[src/rtl/uvs_pkg.sv]
`default_nettype none
// ----------------------------------------------------------------------------
// uvs_pkg
// Shared types, constants and the arctangent table of the UV sphere generator.
// ----------------------------------------------------------------------------
package uvs_pkg;

    localparam int DIV_STAGES   = 40;
    localparam int CORDIC_STEPS = 24;
    localparam int MATH_STAGES  = 3;
    localparam int SIDE_LAT     = DIV_STAGES + CORDIC_STEPS + 1 + MATH_STAGES;
    localparam int Q_DEPTH      = 4;
    localparam int Q_AW         = 2;

    localparam logic [7:0] REG_RADIUS  = 8'd0;
    localparam logic [7:0] REG_SECTORS = 8'd1;
    localparam logic [7:0] REG_STACKS  = 8'd2;

    localparam logic [15:0] RADIUS_RESET  = 16'd256;
    localparam logic [7:0]  SECTORS_RESET = 8'd36;
    localparam logic [7:0]  STACKS_RESET  = 8'd18;
    localparam logic [7:0]  SECTORS_MIN   = 8'd3;
    localparam logic [7:0]  STACKS_MIN    = 8'd2;

    localparam logic signed [33:0] CORDIC_GAIN = 34'sd652032874;
    localparam logic signed [33:0] ONE_Q30     = 34'sd1073741824;

    typedef struct packed {
        logic [15:0] vertex_number;
        logic [15:0] below_number;
        logic        upper_tri_valid;
        logic        lower_tri_valid;
        logic        in_range;
    } side_t;

    typedef struct packed {
        logic [7:0] stack_index;
        logic [7:0] sector_index;
        side_t      side;
    } item_t;

    function automatic logic [31:0] atan_turn(input logic [4:0] k);
        logic [31:0] a;
        unique case (k)
            5'd0:    a = 32'h20000000;
            5'd1:    a = 32'h12E4051E;
            5'd2:    a = 32'h09FB385B;
            5'd3:    a = 32'h051111D4;
            5'd4:    a = 32'h028B0D43;
            5'd5:    a = 32'h0145D7E1;
            5'd6:    a = 32'h00A2F61E;
            5'd7:    a = 32'h00517C55;
            5'd8:    a = 32'h0028BE53;
            5'd9:    a = 32'h00145F2F;
            5'd10:   a = 32'h000A2F98;
            5'd11:   a = 32'h000517CC;
            5'd12:   a = 32'h00028BE6;
            5'd13:   a = 32'h000145F3;
            5'd14:   a = 32'h0000A2FA;
            5'd15:   a = 32'h0000517D;
            5'd16:   a = 32'h000028BE;
            5'd17:   a = 32'h0000145F;
            5'd18:   a = 32'h00000A30;
            5'd19:   a = 32'h00000518;
            5'd20:   a = 32'h0000028C;
            5'd21:   a = 32'h00000146;
            5'd22:   a = 32'h000000A3;
            5'd23:   a = 32'h00000051;
            default: a = 32'h00000000;
        endcase
        return a;
    endfunction

endpackage
`default_nettype wire

[src/rtl/uvs_front.sv]
`default_nettype none
// ----------------------------------------------------------------------------
// uvs_front
// Input stage: range check, vertex/below numbers and triangle flags.
// ----------------------------------------------------------------------------
module uvs_front
(
    input  wire logic          clk,
    input  wire logic          rst_n,
    input  wire logic          in_valid,
    output logic               in_stall,
    input  wire logic [7:0]    stack_index,
    input  wire logic [7:0]    sector_index,
    input  wire logic [7:0]    sec,
    input  wire logic [7:0]    stk,
    input  wire logic          q_full,
    output logic               push,
    output uvs_pkg::item_t     item
);
    import uvs_pkg::*;

    logic        valid_reg;
    item_t       item_reg;
    item_t       item_next;
    logic [17:0] k1_wide;
    logic        fits;
    logic        up;
    logic        lo;
    logic        load;

    assign in_stall = valid_reg && q_full;
    assign push     = valid_reg && !q_full;
    assign load     = !valid_reg || !q_full;
    assign item     = item_reg;

    always_comb
    begin
        fits    = (stack_index <= stk) && (sector_index <= sec);
        k1_wide = 18'(stack_index) * 18'({1'b0, sec} + 9'd1) + 18'(sector_index);
        up      = (stack_index < stk) && (sector_index < sec) && (stack_index != 8'd0);
        lo      = (stack_index < stk) && (sector_index < sec) && (stack_index != stk - 8'd1);
        item_next.stack_index  = stack_index;
        item_next.sector_index = sector_index;
        item_next.side.in_range        = fits;
        item_next.side.upper_tri_valid = fits && up;
        item_next.side.lower_tri_valid = fits && lo;
        item_next.side.vertex_number   = fits ? k1_wide[15:0] : 16'd0;
        item_next.side.below_number    = (fits && (up || lo))
                                         ? 16'(k1_wide[15:0] + {8'd0, sec} + 16'd1) : 16'd0;
    end

    always_ff @(posedge clk or negedge rst_n)
    begin
        if (!rst_n)
        begin
            valid_reg <= 1'b0;
        end
        else if (load)
        begin
            valid_reg <= in_valid;
        end
    end

    always_ff @(posedge clk)
    begin
        if (load && in_valid)
        begin
            item_reg <= item_next;
        end
    end

endmodule
`default_nettype wire

[config.mk]
export PLATFORM = sky130hd
export DESIGN_NAME = uvs_front
export DESIGN_NICKNAME = d
export VERILOG_FILES = /design/src/rtl/uvs_pkg.sv /design/src/rtl/uvs_front.sv
export SDC_FILE = /design/constraint.sdc
export NUM_CORES = 1
export LEC_CHECK = 0
export ABC_CLOCK_PERIOD_IN_PS = 7050
export BUFFER_PORTS_ARGS = -buffer_cell sky130_fd_sc_hd__clkbuf_2
export CORE_MARGIN = 5
export CORE_UTILIZATION = 40
export CTS_CLUSTER_SIZE = 24
export DETAILED_ROUTE_END_ITERATION = 10
export PLACE_DENSITY = 0.69
export SYNTH_ARGS = -nofsm -noshare
export SYNTH_HDL_FRONTEND = slang
export SYNTH_SLANG_ARGS = --single-unit
[constraint.sdc]
create_clock -name clk -period 7.05 [get_ports clk]
set_input_delay 1.41 -clock clk [delete_from_list [all_inputs] [get_ports clk]]
set_output_delay 1.41 -clock clk [all_outputs]
set_load 0.02 [all_outputs]
==> key figures <==
Power and ir drop
  – Leakage: 3.140 nW
  – Power per cell area: 412.5 nW/µm²
  – Max VDD drop: 259.1 µV

Critical path
  – Worst-path fanout max: 7
  – CP delay by family, top: adder cells
  – Critical path class: in -> reg
  – Worst path bufs/invs: 5
  – CP Launch Point: sec[0]
  – CP dominant cell by count: fa_1
  – Worst r2r src: valid_reg
  – CP max stage delay: 0.53 ns
  – Crit path DAT: 6.74 ns
  – Slowest cell on the critical path: fa_1
  – Worst Setup End Kind: flip-flop
  – CP Cell Sequence: clkbuf_2 -> ha_1 -> nand3_1 -> nor2_1 -> xnor2_1 -> buf_4 -> nand2_1 -> fa_1 -> inv_1 -> fa_1 -> fa_1 -> inv_1 -> fa_1 -> inv_1 -> ha_1 -> xnor2_1 -> ha_1 -> o21ai_0 -> a211oi_2 -> o21ai_1 -> nor4b_1 -> xor2_1 -> nor2_1
  – Worst EP required: 7.10 ns
  – CP Launch Type: primary input

Placement
  – RD Place Congestion: 0.8851
  – DP Area: 6449 µm²
  – Port buffer count: 88
  – HPWL after DPL: 10900 µm
  – Placed insts: 853

Floorplanning
  – Rows: 43
  – Ports: 89
  – Die X: 129.2 µm
  – Core area: 13930 µm²
  – Die Ht: 129.2 µm
  – Starting Density: 40.82%
  – Die area: 16700 µm²

Flow run
  – Max Cap Violations: 0

Synth
  – FFs w/ async S/R, synth: 1.923%
  – Main synth FF type: edfxtp_1
  – Netlist Area Pre-Place: 5688 µm²
  – Mapped Cells: 577
  – Largest area contributor in the netlist: edfxtp_1
  – Yosys cell types: 63
  – Seq/Total Area, Yosys: 27.36%
  – Syn nets: 725
  – Ranking of synthesized cells by area: edfxtp_1, fa_1, ha_1
  – Top-count cell post-synth: inv_1
  – Commonest cells in the netlist: inv_1, ha_1, edfxtp_1
  – FF+latch count, synth: 52
  – Number of flops mapped to enable cells by yosys: 51
  – Syn. warnings: 0
  – Mean post-synth cell area: 9.858 µm²
  – Post-synth top area share: 26.92%

GRT
  – Antenna violations before repair: 0
  – Largest net degree at the start of global routing: 52
  – GRT Util Overall: 16.49%
  – Vias in the first global route: 4561
  – Congestion Overflow GR: 0
  – First-pass GRT wire length: 22180 µm

CTS
  – Clock slew at reported path FFs: 0.08 ns
  – CTS Buf Count: 5
  – Clock root buffer: clkbuf_16
  – CTS sink cnt: 52
  – Clk Latency, worst-skew pair: 0.31 ns
  – Setup Fix Bufs, Post-CTS: 0
  – CTS tree: yes
  – H-Tree Depth: 2
  – Max clock buf depth: 2

Route
  – DRT iter0 DRCs: 325
  – Detailed-route vias per instance: 5.184
  – Avg WL per Cell: 15.46 µm
  – Routed Antenna Nets: 0
  – Residual DRC: 0
  – Routed vias: 4463
  – Pre-antenna DRT Iters: 5
  – Post-Route WL: 13310 µm

Cells and area
  – Antenna cells: 0
  – Post-layout net count: 828
  – Final std cells w/o fill: 861
  – Util after Layout: 47.49%
  – Design Area, Final: 6618 µm²
  – Max reg flops: 51
  – Synthesis-to-finish area growth: 16.34%
  – Share of cells above drive strength 1: 20.70%

Timing
  – RSZ-0062 raised after global routing: no
  – Clock Skews: 0.008048 ns
  – Max-slew headroom: 56.31%
  – Minimum clock period after layout: 6.692 ns
  – FMAX: 149.4 MHz
  – Worst slew pin tran: 0.6553 ns
  – Final hold violations: 0
  – Setup violators final: 0
  – Crit share post-route: 94.92%
  – Sum Neg Setup Slack: 0 ns
  – Final count of pins violating max slew: 0

Min path
  – HP Start: valid_reg
  – HP Class: reg -> reg

Status
  – Outcome: completed
## timing repair
item                                    CTS  global route
resized for setup                         0             4
endpoints found under the hold margin     0             0
hold buffers                              0             0
endpoints found under the setup margin    0             5
## area by class of cell
cell class,instances,area [µm²]
clock inverter,3,21.27
sequential,52,1556
clock buffer,5,125.1
timing repair buffer,108,590.6
multi-input combinational,415,3731
fill,1302,7317
inverter,98,367.9
tap,180,225.2
## cells by family after synthesis
kind of cell | share of synthesized area [%]
flops | 27.36
simple gates | 17.88
compound gates | 9.679
fa+ha+maj | 31.24
mux | 0.4619
buf+inv | 7.567
xor+xnor | 5.807
## metal layers
layer | wire length, µm | track usage (%)
met5 | 0 | 0
met4 | 123 | 3.644
met3 | 606 | 1.896
met2 | 7042 | 31.07
met1 | 5536 | 20.16
## worst paths after layout
check | end | cells past startpoint | slack (ns)
max in group asynchronous | valid_reg | 1 | 6.09
min reg2reg | valid_reg | 2 | 0.69
min in group asynchronous | valid_reg | 1 | 0.87
max reg2reg | item[1] | 3 | 5.45
max | item[15] | 23 | 0.36
min | valid_reg | 2 | 0.69
## cells in the final DEF (no fill, tap or decap), drive strengths merged, types with 2 or more instances in the layout
master,count
o41ai,2
clkbuf,93
nand4,9
o221ai,2
and2,29
ha,62
nor2b,25
a211oi,6
o221a,2
nor3,13
nor3b,3
o21ai,13
o21bai,2
o21a,8
or3,2
nor2,41
inv,99
a21oi,16
nand3,10
buf,20
o211ai,2
fa,50
nand2b,10
or2,2
edfxtp,51
o2111ai,2
or4,4
nor4,2
a21o,6
o22ai,4
xor2,8
nand2,33
mux2,2
xnor2,28
a31oi,3
## per-stage QoR
| step | hold WS, ns | setup WS [ns] | total power, W |
|---|---|---|---|
| 2_1_floorplan | 0.7440 | 0.4279 | 0.001970 |
| 3_3_place_gp | 0.6599 | -0.06341 | 0.002420 |
| 3_5_place_dp | 0.6745 | -0.07358 | 0.002465 |
| 4_1_cts | 0.6927 | 0.2134 | 0.002725 |
| 5_1_grt | 0.7350 | 0.03632 | 0.002995 |
| 6_report | 0.6925 | 0.3578 | 0.002730 |
## where the power goes
part	internal, W	total, W	leakage, nW	switching, W
Sequential	0.000441	0.000457	0.509	0.0000157
Clock	0.000132	0.000250	0.0702	0.000117
Combinational	0.000864	0.00202	2.56	0.00116
## worst reg2reg max path, cell delays in order (launching register included)
cell	delay, ns
dfrtp_1	0.37
and2_1	0.20
nor2b_4	0.11
buf_4	0.53
Note: power is estimated with default switching activity, not from simulation.
