$ cat config.mk
export PLATFORM = sky130hd
export DESIGN_NAME = uvs_queue
export DESIGN_NICKNAME = d
export VERILOG_FILES = /design/src/rtl/uvs_pkg.sv /design/src/rtl/uvs_queue.sv
export SDC_FILE = /design/constraint.sdc
export NUM_CORES = 1
export LEC_CHECK = 0
export ABC_AREA = 1
export BUFFER_PORTS_ARGS = -buffer_cell sky130_fd_sc_hd__buf_4
export CAP_MARGIN = 10
export CELL_PAD_IN_SITES_DETAIL_PLACEMENT = 1
export CELL_PAD_IN_SITES_GLOBAL_PLACEMENT = 1
export CORE_MARGIN = 1.5
export CORE_UTILIZATION = 40
export CTS_CLUSTER_SIZE = 28
export DETAILED_ROUTE_END_ITERATION = 6
export HOLD_SLACK_MARGIN = 0.03
export PLACE_DENSITY = 0.76
export SYNTH_ARGS = -nofsm -noshare
export SYNTH_HDL_FRONTEND = slang
export SYNTH_SLANG_ARGS = --single-unit
$ cat constraint.sdc
create_clock -name clk -period 2.9 [get_ports clk]
set_input_delay 0.58 -clock clk [delete_from_list [all_inputs] [get_ports clk]]
set_output_delay 0.58 -clock clk [all_outputs]
set_load 0.05 [all_outputs]
$ cat src/rtl/uvs_pkg.sv
`default_nettype none
// ----------------------------------------------------------------------------
// uvs_pkg
// Shared types, constants and the arctangent table of the UV sphere generator.
// ----------------------------------------------------------------------------
package uvs_pkg;

    localparam int DIV_STAGES   = 40;
    localparam int CORDIC_STEPS = 24;
    localparam int MATH_STAGES  = 3;
    localparam int SIDE_LAT     = DIV_STAGES + CORDIC_STEPS + 1 + MATH_STAGES;
    localparam int Q_DEPTH      = 4;
    localparam int Q_AW         = 2;

    localparam logic [7:0] REG_RADIUS  = 8'd0;
    localparam logic [7:0] REG_SECTORS = 8'd1;
    localparam logic [7:0] REG_STACKS  = 8'd2;

    localparam logic [15:0] RADIUS_RESET  = 16'd256;
    localparam logic [7:0]  SECTORS_RESET = 8'd36;
    localparam logic [7:0]  STACKS_RESET  = 8'd18;
    localparam logic [7:0]  SECTORS_MIN   = 8'd3;
    localparam logic [7:0]  STACKS_MIN    = 8'd2;

    localparam logic signed [33:0] CORDIC_GAIN = 34'sd652032874;
    localparam logic signed [33:0] ONE_Q30     = 34'sd1073741824;

    typedef struct packed {
        logic [15:0] vertex_number;
        logic [15:0] below_number;
        logic        upper_tri_valid;
        logic        lower_tri_valid;
        logic        in_range;
    } side_t;

    typedef struct packed {
        logic [7:0] stack_index;
        logic [7:0] sector_index;
        side_t      side;
    } item_t;

    function automatic logic [31:0] atan_turn(input logic [4:0] k);
        logic [31:0] a;
        unique case (k)
            5'd0:    a = 32'h20000000;
            5'd1:    a = 32'h12E4051E;
            5'd2:    a = 32'h09FB385B;
            5'd3:    a = 32'h051111D4;
            5'd4:    a = 32'h028B0D43;
            5'd5:    a = 32'h0145D7E1;
            5'd6:    a = 32'h00A2F61E;
            5'd7:    a = 32'h00517C55;
            5'd8:    a = 32'h0028BE53;
            5'd9:    a = 32'h00145F2F;
            5'd10:   a = 32'h000A2F98;
            5'd11:   a = 32'h000517CC;
            5'd12:   a = 32'h00028BE6;
            5'd13:   a = 32'h000145F3;
            5'd14:   a = 32'h0000A2FA;
            5'd15:   a = 32'h0000517D;
            5'd16:   a = 32'h000028BE;
            5'd17:   a = 32'h0000145F;
            5'd18:   a = 32'h00000A30;
            5'd19:   a = 32'h00000518;
            5'd20:   a = 32'h0000028C;
            5'd21:   a = 32'h00000146;
            5'd22:   a = 32'h000000A3;
            5'd23:   a = 32'h00000051;
            default: a = 32'h00000000;
        endcase
        return a;
    endfunction

endpackage
`default_nettype wire

$ cat src/rtl/uvs_queue.sv
`default_nettype none
// ----------------------------------------------------------------------------
// uvs_queue
// Short FIFO between the front and the back.
// ----------------------------------------------------------------------------
module uvs_queue
(
    input  wire logic          clk,
    input  wire logic          rst_n,
    input  wire logic          push,
    input  uvs_pkg::item_t     push_item,
    input  wire logic          pop,
    output logic               full,
    output logic               empty,
    output uvs_pkg::item_t     head
);
    import uvs_pkg::*;

    item_t            mem_reg [0:Q_DEPTH-1];
    logic [Q_AW-1:0]  wr_ptr_reg;
    logic [Q_AW-1:0]  rd_ptr_reg;
    logic [Q_AW:0]    count_reg;
    logic             do_pop;

    assign full   = (count_reg == (Q_AW+1)'(Q_DEPTH));
    assign empty  = (count_reg == '0);
    assign head   = mem_reg[rd_ptr_reg];
    assign do_pop = pop && !empty;

    always_ff @(posedge clk or negedge rst_n)
    begin
        if (!rst_n)
        begin
            wr_ptr_reg <= '0;
            rd_ptr_reg <= '0;
            count_reg  <= '0;
        end
        else
        begin
            if (push)
            begin
                wr_ptr_reg <= wr_ptr_reg + 1'b1;
            end
            if (do_pop)
            begin
                rd_ptr_reg <= rd_ptr_reg + 1'b1;
            end
            if (push && !do_pop)
            begin
                count_reg <= count_reg + 1'b1;
            end
            else if (do_pop && !push)
            begin
                count_reg <= count_reg - 1'b1;
            end
        end
    end

    always_ff @(posedge clk)
    begin
        if (push)
        begin
            mem_reg[wr_ptr_reg] <= push_item;
        end
    end

endmodule
`default_nettype wire

==> results.md, run 1 <==
- Power Density: 1180 nW/um^2
- CTS Buf Count: 23
- Largest net degree at the start of global routing: 58
- 1st-iter DRT viols: 211
- Most common cell after layout, fill and taps aside: edfxtp_1
- I/O Pins: 108
- Final WL: 18500 um
- Nature of the critical path endpoint: primary output
- Full die area: 23900 um^2
- Crit Path Class: register to primary output
- Worst VDD drop: 0.665 mV
- Number of global-route vias before repair: 5638
- Met2 usage: 28.2%
- Final Cycle Share: 94.4%
- Fin Setup TNS: 0 ns
- Total number of vias: 5190
- Total track usage: 16.1%
- CP required: 2.32 ns
- Commonest cells after routing, fill and taps aside: edfxtp_1 (204), nand2_1 (133), buf_4 (114)
- P&R area growth vs syn: 19.1%
- 1st-pass router iterations: 4
- Leakage power: 4.48 nW
- Crit path launch type: register
- Grt met1 use: 20.6%
- Layout net count: 826
- Unrepaired setup endpoints after global routing: no
- Die X-Extent: 155 um
- M3 GR Usage: 2.97%
- Worst rel slew slack: 66.5%
- Ys Warns: 0
- Clk slew on worst S/H paths: 0.06 ns
- Placeable Area: 22600 um^2
- Clk sink count: 211
- Synth cell types: 20
- Design Power: 12.9 mW
- First-pass GRT wire length: 30000 um
- Total gr overflow: 0
- CTS tree: yes
- Initial antenna violation count: 1
- H-Tree Depth: 1
- Total of max-cap violations: 0
- Pins over their slew limit: 0
- Core Rows: 55
- Skew-Pair Late Insertion Delay: 0.50 ns
- Final hold violations: 0
- Final WS setup: 0.163 ns
- Share of cells above drive strength 1: 37.8%
- Mean Syn Cell Area: 14.1 um^2
- Routed len/inst: 17.3 um
- Starting Density: 40.7%
- Via-to-Cell Ratio: 4.87
- RD Place Congestion: 0.709
- Max FFs per register: 204
- DRC: 0
- Fmax: 365 MHz
- DPL Wire Length: 11300 um
- Area after DPL: 10300 um^2
- Place WS: 0.678 ns
- Fin area: 10900 um^2
- Crit Path Max Fanout: 57
- Sequential fraction of the synthesis area: 68.6%
- Final min period: 2.74 ns
- Max Root-Sink Buffers: 3
- Clock skew: 0.00678 ns
- # port buffers: 107
- Die height: 155 um
- Status: finished clean
- Final setup fails: 0
- Worst hold-check path type: input port to register
- Root Buffer: clkbuf_16
- Syn Nets: 712
- ANT nets after route: 0
- Slew @ Worst Pin: 0.502 ns
- FF+latch count, synth: 211
- Grt peak-use layer: met2
- Post-CTS setup repair buffer count: 0
- CP Data Arrival Time: 2.16 ns
- Post-Syn Area: 9190 um^2
- Gate count of the mapped netlist: 651
[final timing paths]
kind	start	endpoint	slack (ns)	cells past startpoint
max in group asynchronous	rst_n	rd_ptr_reg[1]$_DFFE_PN0P_	2.32	2
worst min register to register	count_reg[2]$_DFFE_PN0P_	count_reg[2]$_DFFE_PN0P_	0.49	2
min in group asynchronous	rst_n	count_reg[1]$_DFFE_PN0P_	0.44	2
worst min-delay path	push_item[28]	mem_reg[1][28]$_DFFE_PP_	0.28	1
worst max-delay path	rd_ptr_reg[0]$_DFFE_PN0P_	head[27]	0.16	6
worst max register to register	count_reg[0]$_DFFE_PN0P_	count_reg[2]$_DFFE_PN0P_	1.09	10
[final cells by class]
type | count | area [um^2]
Timing Repair Buffer | 123 | 1030
Inverter | 116 | 444
Clock inverter | 4 | 15.0
Fill cell | 2300 | 11600
Antenna cell | 1 | 2.50
Clock buffer | 36 | 634
Sequential cell | 211 | 6300
Multi-Input combinational cell | 290 | 2160
Tap cell | 285 | 357
[synth_stat cells, drive strengths merged]
cell type	count	area (um^2)
edfxtp	204	6130
nand2	173	749
inv	116	435
o211ai	102	1280
buf	33	287
dfrtp	7	175
ha	5	62.6
nand3	3	15.0
clkbuf	1	3.75
fa	1	20.0
nand4	1	6.26
nor2	1	3.75
nor3	1	5.00
o21ai	1	5.00
xnor2	1	8.76
xor2	1	8.76
[where the power goes]
group	switching (mW)	total [mW]	internal [mW]
logic	4.32	6.11	1.79
registers	0.206	4.21	4.00
clock network	1.08	2.57	1.49
total	5.61	12.9	7.28
[worst max-delay path, cell delays in order, from the launching register on]
cell,delay [ns]
dfrtp_1,0.45
inv_8,0.37
buf_4,0.34
nand2_1,0.10
o211ai_2,0.07
nand2_1,0.10
buf_4,0.20
[stage by stage]
stage / hold WS (ns) / std cells / utilization, %
after global placement: 0.402 / 1024 / 45.6
after global routing: 0.270 / 1065 / 48.5
after detailed placement: 0.403 / 1024 / 45.6
after CTS: 0.263 / 1065 / 48.5
after floorplan: 0.284 / 651 / -
final: 0.282 / 1066 / 48.5
[kinds of logic (layout without fill, tap and decap cells)]
family | Yosys count | count (layout) | synth area share, %
and+or+nand+nor | 179 | 179 | 8.48
adders and majority gates | 6 | 6 | 0.899
other | 0 | 1 | 0
buffers and inverters | 150 | 279 | 7.90
xor gates and xnor gates | 2 | 2 | 0.191
DFF | 211 | 211 | 68.6
AOI/OAI and AO/OA | 103 | 103 | 13.9
[layer usage]
layer,up-vias,wire [um]
li1,2479,-
met3,34,790
met2,94,9250
met4,0,397
met1,2583,8050
met5,-,0
[timing repair]
action,in CTS,in global routing
setup endpoints to repair,0,0
hold buffers,1,0
hold endpoints to repair,7,0
gates resized for setup,0,0
Power figures use the tool's default switching activity.
==> run 2, diff against run 1 <==
==> constraint.sdc (replaced) <==
create_clock -name clk -period 2.9 [get_ports clk]
set_input_delay 0 -clock clk [delete_from_list [all_inputs] [get_ports clk]]
set_output_delay 0 -clock clk [all_outputs]
set_load 0.05 [all_outputs]
==> results.md, run 2 (synthesis results as in run 1) <==
- Final hold violations: 0 (unchanged)
- Clk slew on worst S/H paths: 0.06 ns (about the same)
- Hold WS: 0.237 ns (-0.0447 ns)
- Crit Path Class: register to primary output
- DPL Wire Length: 11700 um (+3.3%)
- Worst hold-check path type: input port to register
- Starting Density: 40.7% (unchanged)
- Core Rows: 55 (unchanged)
- Status: finished clean
- Leakage power: 4.76 nW (+6.3%)
- Crit Path Max Fanout: 75 (+32%)
- CTS Buf Count: 24 (+4.3%)
- Levels on crit path: 6 (unchanged)
- Commonest cells after routing, fill and taps aside: edfxtp_1 (204), nand2_1 (133), buf_4 (114)
- N_diodes: 0 (-1)
- Crit path launch type: register
- RD Place Congestion: 0.684 (-3.6%)
- CP top delay family: buffers and inverters
- Final WS setup: 0.648 ns (+0.484 ns)
- Total number of vias: 5429 (+4.6%)
- Root Buffer: clkbuf_16
- CP Data Arrival Time: 2.25 ns (+0.09 ns)
- Placed insts: 1024 (unchanged)
- Final min period: 2.25 ns (-0.484 ns)
- Reg2Reg Depth: 10 (unchanged)
- Number of global-route vias before repair: 5897 (+4.6%)
- Filler cell count: 2286 (-0.61%)
- Worst VDD drop: 0.901 mV (+35%)
- Slew @ Worst Pin: 0.935 ns (+0.433 ns)
- Die X-Extent: 155 um (unchanged)
- Max Root-Sink Buffers: 3 (unchanged)
- Place WS: 1.09 ns (+0.411 ns)
- First-pass GRT wire length: 32100 um (+6.7%)
- CP max stage cell: dfrtp_1
- Total track usage: 17.2% (+1.2 points)
- Post-CTS sizing: 0 (unchanged)
- Max stage delay on crit path: 0.45 ns (about the same)
- Design Power: 13.4 mW (+3.9%)
- # port buffers: 107 (unchanged)
- FF-to-FF End: count_reg[2]$_DFFE_PN0P_
- Clk sink count: 211 (unchanged)
- Power Density: 1160 nW/um^2 (-1.9%)
- Crit path capture: head[3]
- Full die area: 23900 um^2 (unchanged)
- Placeable Area: 22600 um^2 (unchanged)
- 1st-pass router iterations: 5 (+1)
- DRC: 0 (unchanged)
- Unrepaired setup endpoints after global routing: no
- Worst-path cell chain: inv_8 > buf_4 > nand2_1 > o211ai_2 > nand2_1 > buf_4
- Most common cell after layout, fill and taps aside: edfxtp_1
- Die height: 155 um (unchanged)
- Total gr overflow: 0 (unchanged)
- Critical hold path startpoint: push_item[37]
- Final WL: 19800 um (+7.3%)
- CP required: 2.90 ns (+0.58 ns)
- Skew-Pair Late Insertion Delay: 0.50 ns (about the same)
- Via-to-Cell Ratio: 4.84 (-0.62%)
- Critical Path Start: rd_ptr_reg[0]$_DFFE_PN0P_
- WP buf/inv: 3 (unchanged)
- P&R area growth vs syn: 26.2%
- H-Tree Depth: 1 (unchanged)
- Routed len/inst: 17.7 um (+1.9%)
- Finished Layout Cells: 1122 (+5.3%)
- Layout net count: 881 (+6.7%)
- 1st-iter DRT viols: 260 (+23%)
- Post-CTS setup repair buffer count: 0 (unchanged)
- CTS tree: yes
- ANT nets after route: 0 (unchanged)
- Largest net degree at the start of global routing: 76 (+31%)
- Nature of the critical path endpoint: primary output
- Fmax: 444 MHz (+22%)
- Final Cycle Share: 77.7% (-17 points)
- Total of max-cap violations: 0 (unchanged)
- Fin Setup TNS: 0 ns (unchanged)
- Worst rel slew slack: 37.7% (-29 points)
- I/O Pins: 108 (unchanged)
- Clock skew: 0.0141 ns (+0.00735 ns)
- Final setup fails: 0 (unchanged)
- RR Startpoint: count_reg[0]$_DFFE_PN0P_
- Reg-to-reg slack, setup: 1.05 ns (-0.04 ns)
- Share of cells above drive strength 1: 36.1% (-1.7 points)
- Max FFs per register: 204 (unchanged)
- Initial antenna violation count: 1 (unchanged)
- Pins over their slew limit: 0 (unchanged)
run 2: cell count changes in the layout (fill, tap and decap cells not counted):
cell           previous run  this run
clkinv_2                  1         3
bufinv_16                 0         2
dlygate4sd3_1             1        55
clkbuf_16                23        25
inv_6                     0         1
diode_2                   1         0
clkinv_1                  4         0
run 2: routing by layer:
layer	up-vias	wire length (um)	global-route usage (%)
li1	2590	-	-
met1	2702	8700	22.4
met2	104	10000	30.3
met3	31	726	2.75
met4	2	352	4.08
met5	-	13	0
run 2: how the worst min path moves through the flow:
stage | endpoint | depth (start not counted)
6_report | mem_reg[0][37]$_DFFE_PP_ | 2
4_1_cts | mem_reg[0][37]$_DFFE_PP_ | 2
3_3_place_gp | count_reg[1]$_DFFE_PN0P_ | 1
2_1_floorplan | count_reg[0]$_DFFE_PN0P_ | 0
3_5_place_dp | count_reg[1]$_DFFE_PN0P_ | 1
5_1_grt | mem_reg[0][37]$_DFFE_PP_ | 2
run 2: repair_timing:
item / in CTS / in global routing
endpoints found under the setup margin: 0 / 0
hold endpoints to repair: 217 / 0
hold buffers: 55 / 0
run 2: layout make-up:
cell class	instances	area [um^2]	share of cell area [%]
Sequential cell	211	6300	54.4
Clock buffer	38	684	5.90
Multi-Input combinational cell	290	2160	18.6
Inverter	116	444	3.83
Tap cell	285	357	3.08
Clock inverter	5	78.8	0.680
Timing Repair Buffer	177	1570	13.5
run 2: metrics by stage:
step | util [%] | cell area [um^2]
final | 51.4 | 11600
after global routing | 51.4 | 11600
after CTS | 51.4 | 11600
after detailed placement | 45.6 | 10300
after global placement | 45.6 | 10300
after floorplan | - | 9190
run 2: report_power, final:
part | leakage, nW | total [mW] | internal [mW] | switching [mW]
logic | 2.44 | 6.22 | 1.83 | 4.39
registers | 1.96 | 4.21 | 4.00 | 0.208
clock network | 0.370 | 2.97 | 1.79 | 1.17
==> run 3, diff against run 2 <==
==> constraint.sdc (replaced) <==
create_clock -name clk -period 2.35 [get_ports clk]
set_input_delay 0 -clock clk [delete_from_list [all_inputs] [get_ports clk]]
set_output_delay 0 -clock clk [all_outputs]
set_load 0.05 [all_outputs]
==> results.md, run 3 (synthesis results as in run 1) <==
- Status: finished clean
- Max Root-Sink Buffers: 3 (unchanged)
- Die X-Extent: 155 um (unchanged)
- First-pass GRT wire length: 30400 um (-5.3%)
- CP Data Arrival Time: 2.13 ns (-0.12 ns)
- 1st-pass router iterations: 4 (-1)
- Via-to-Cell Ratio: 4.81 (-0.49%)
- Full die area: 23900 um^2 (unchanged)
- Reg2Reg Depth: 10 (unchanged)
- Filler cell count: 2265 (-0.92%)
- Area after DPL: 10300 um^2 (+0.22%)
- Crit Path Class: register to primary output
- Root Buffer: clkbuf_16
- Clk slew on worst S/H paths: 0.06 ns (about the same)
- Initial antenna violation count: 1 (unchanged)
- Skew-Pair Late Insertion Delay: 0.50 ns (about the same)
- Layout net count: 883 (+0.23%)
- 1st-iter DRT viols: 216 (-17%)
- Commonest cells after routing, fill and taps aside: edfxtp_1 (204), nand2_1 (133), buf_4 (117)
- Crit path capture: head[31]
- Share of cells above drive strength 1: 36.2% (+0.076 points)
- Clock skew: 0.00889 ns (-0.00524 ns)
- # port buffers: 107 (unchanged)
- P&R area growth vs syn: 25.5%
- Leakage power: 4.75 nW (-0.40%)
- Total of max-cap violations: 0 (unchanged)
- Most common cell after layout, fill and taps aside: edfxtp_1
- N_diodes: 0 (unchanged)
- Number of global-route vias before repair: 5767 (-2.2%)
- DRC: 0 (unchanged)
- Final Cycle Share: 90.6%
- Post-CTS setup repair buffer count: 0 (unchanged)
- Max FFs per register: 204 (unchanged)
- Placeable Area: 22600 um^2 (unchanged)
- Unrepaired setup endpoints after global routing: no
- Slew @ Worst Pin: 0.530 ns (-0.405 ns)
- Power Density: 1400 nW/um^2 (+22%)
- Clk sink count: 211 (unchanged)
- CP required: 2.35 ns (-0.55 ns)
- Worst hold-check path type: input port to register
- Final WL: 19100 um (-3.7%)
- Nature of the critical path endpoint: primary output
- Core Rows: 55 (unchanged)
- Hold WS: 0.239 ns (+0.00164 ns)
- RD Place Congestion: 0.693 (+1.4%)
- Pins over their slew limit: 0 (unchanged)
- Critical Path Start: rd_ptr_reg[0]$_DFFE_PN0P_
- Post-CTS sizing: 0 (unchanged)
- FF-to-FF End: count_reg[2]$_DFFE_PN0P_
- Crit path launch type: register
- Final hold violations: 0 (unchanged)
- Worst rel slew slack: 64.7% (+27 points)
- Final setup fails: 0 (unchanged)
- Reg-to-reg slack, setup: 0.51 ns (-0.54 ns)
- ANT nets after route: 0 (unchanged)
- RR Startpoint: count_reg[0]$_DFFE_PN0P_
- Fmax: 470 MHz
- Total track usage: 16.2% (-1.0 points)
- Total number of vias: 5407 (-0.41%)
- Largest net degree at the start of global routing: 61 (-20%)
- CTS Buf Count: 23 (-4.2%)
- Worst VDD drop: 0.781 mV (-13%)
- Crit Path Max Fanout: 60 (-20%)
- H-Tree Depth: 1 (unchanged)
- Die height: 155 um (unchanged)
- I/O Pins: 108 (unchanged)
- CTS tree: yes
- Starting Density: 40.7% (unchanged)
- DPL Wire Length: 11400 um (-2.8%)
- Fin area: 11500 um^2 (-0.53%)
- Fin Setup TNS: 0 ns (unchanged)
- Total gr overflow: 0 (unchanged)
- Final min period: 2.13 ns
- Routed len/inst: 17.0 um (-3.8%)
-- run 3: cell count changes in the layout (fill, tap and decap cells not counted) --
| cell | previous run | this run |
|---|---|---|
| bufinv_16 | 2 | 1 |
| clkbuf_8 | 1 | 0 |
| clkinv_4 | 0 | 1 |
| clkbuf_16 | 25 | 23 |
| clkbuf_1 | 12 | 7 |
| buf_4 | 114 | 117 |
| clkinv_1 | 0 | 5 |
| inv_6 | 1 | 0 |
| clkinv_2 | 3 | 5 |
-- run 3: how the worst min path moves through the flow --
stage | from | end | cells past startpoint
after CTS | push_item[33] | mem_reg[0][33]$_DFFE_PP_ | 2
after global routing | push_item[21] | mem_reg[0][21]$_DFFE_PP_ | 2
final | push_item[48] | mem_reg[1][48]$_DFFE_PP_ | 2
after floorplan | rst_n | count_reg[0]$_DFFE_PN0P_ | 0
after global placement | rst_n | count_reg[0]$_DFFE_PN0P_ | 1
after detailed placement | rst_n | count_reg[1]$_DFFE_PN0P_ | 1
-- run 3: timing repair --
action / 4_1_cts / 5_1_grt
hold buffers: 55 / 0
setup endpoints to repair: 0 / 0
hold endpoints to repair: 217 / 0
-- run 3: area by class of cell --
cell class	instances	area, um^2	share of cell area (%)
clock buffer	30	602	5.22
clock inverter	11	77.6	0.673
inverter	116	444	3.85
multi-input combinational	290	2160	18.7
sequential	211	6300	54.7
tap	285	357	3.09
timing repair buffer	180	1590	13.8
-- run 3: critical path, stage by stage (launching register included) --
cell	delay [ns]
dfrtp_1	0.46
inv_8	0.39
buf_4	0.30
nand2_1	0.10
o211ai_2	0.08
nand2_1	0.09
buf_4	0.20
-- run 3: routing by layer --
layer / GRT usage [%] / vias up / wire length (um)
li1: - / 2595 / -
met3: 2.89 / 40 / 637
met1: 20.3 / 2682 / 8390
met2: 29.0 / 88 / 9600
met5: 0 / - / 13
met4: 4.30 / 2 / 449
-- run 3: power breakdown --
group,internal [mW],switching (mW)
Sequential,4.94,0.255
Clock,1.91,1.39
Combinational,2.31,5.40
-- run 3: stage by stage --
stage | power, mW | worst slack (ns) | utilization [%] | std cells
after floorplan | 10.9 | 0.273 | - | 651
after global placement | 12.8 | 0.625 | 45.7 | 1027
after detailed placement | 13.0 | 0.509 | 45.7 | 1027
after CTS | 16.4 | 0.169 | 51.1 | 1123
after global routing | 17.0 | 0.0800 | 51.1 | 1123
final | 16.2 | 0.221 | 51.1 | 1123
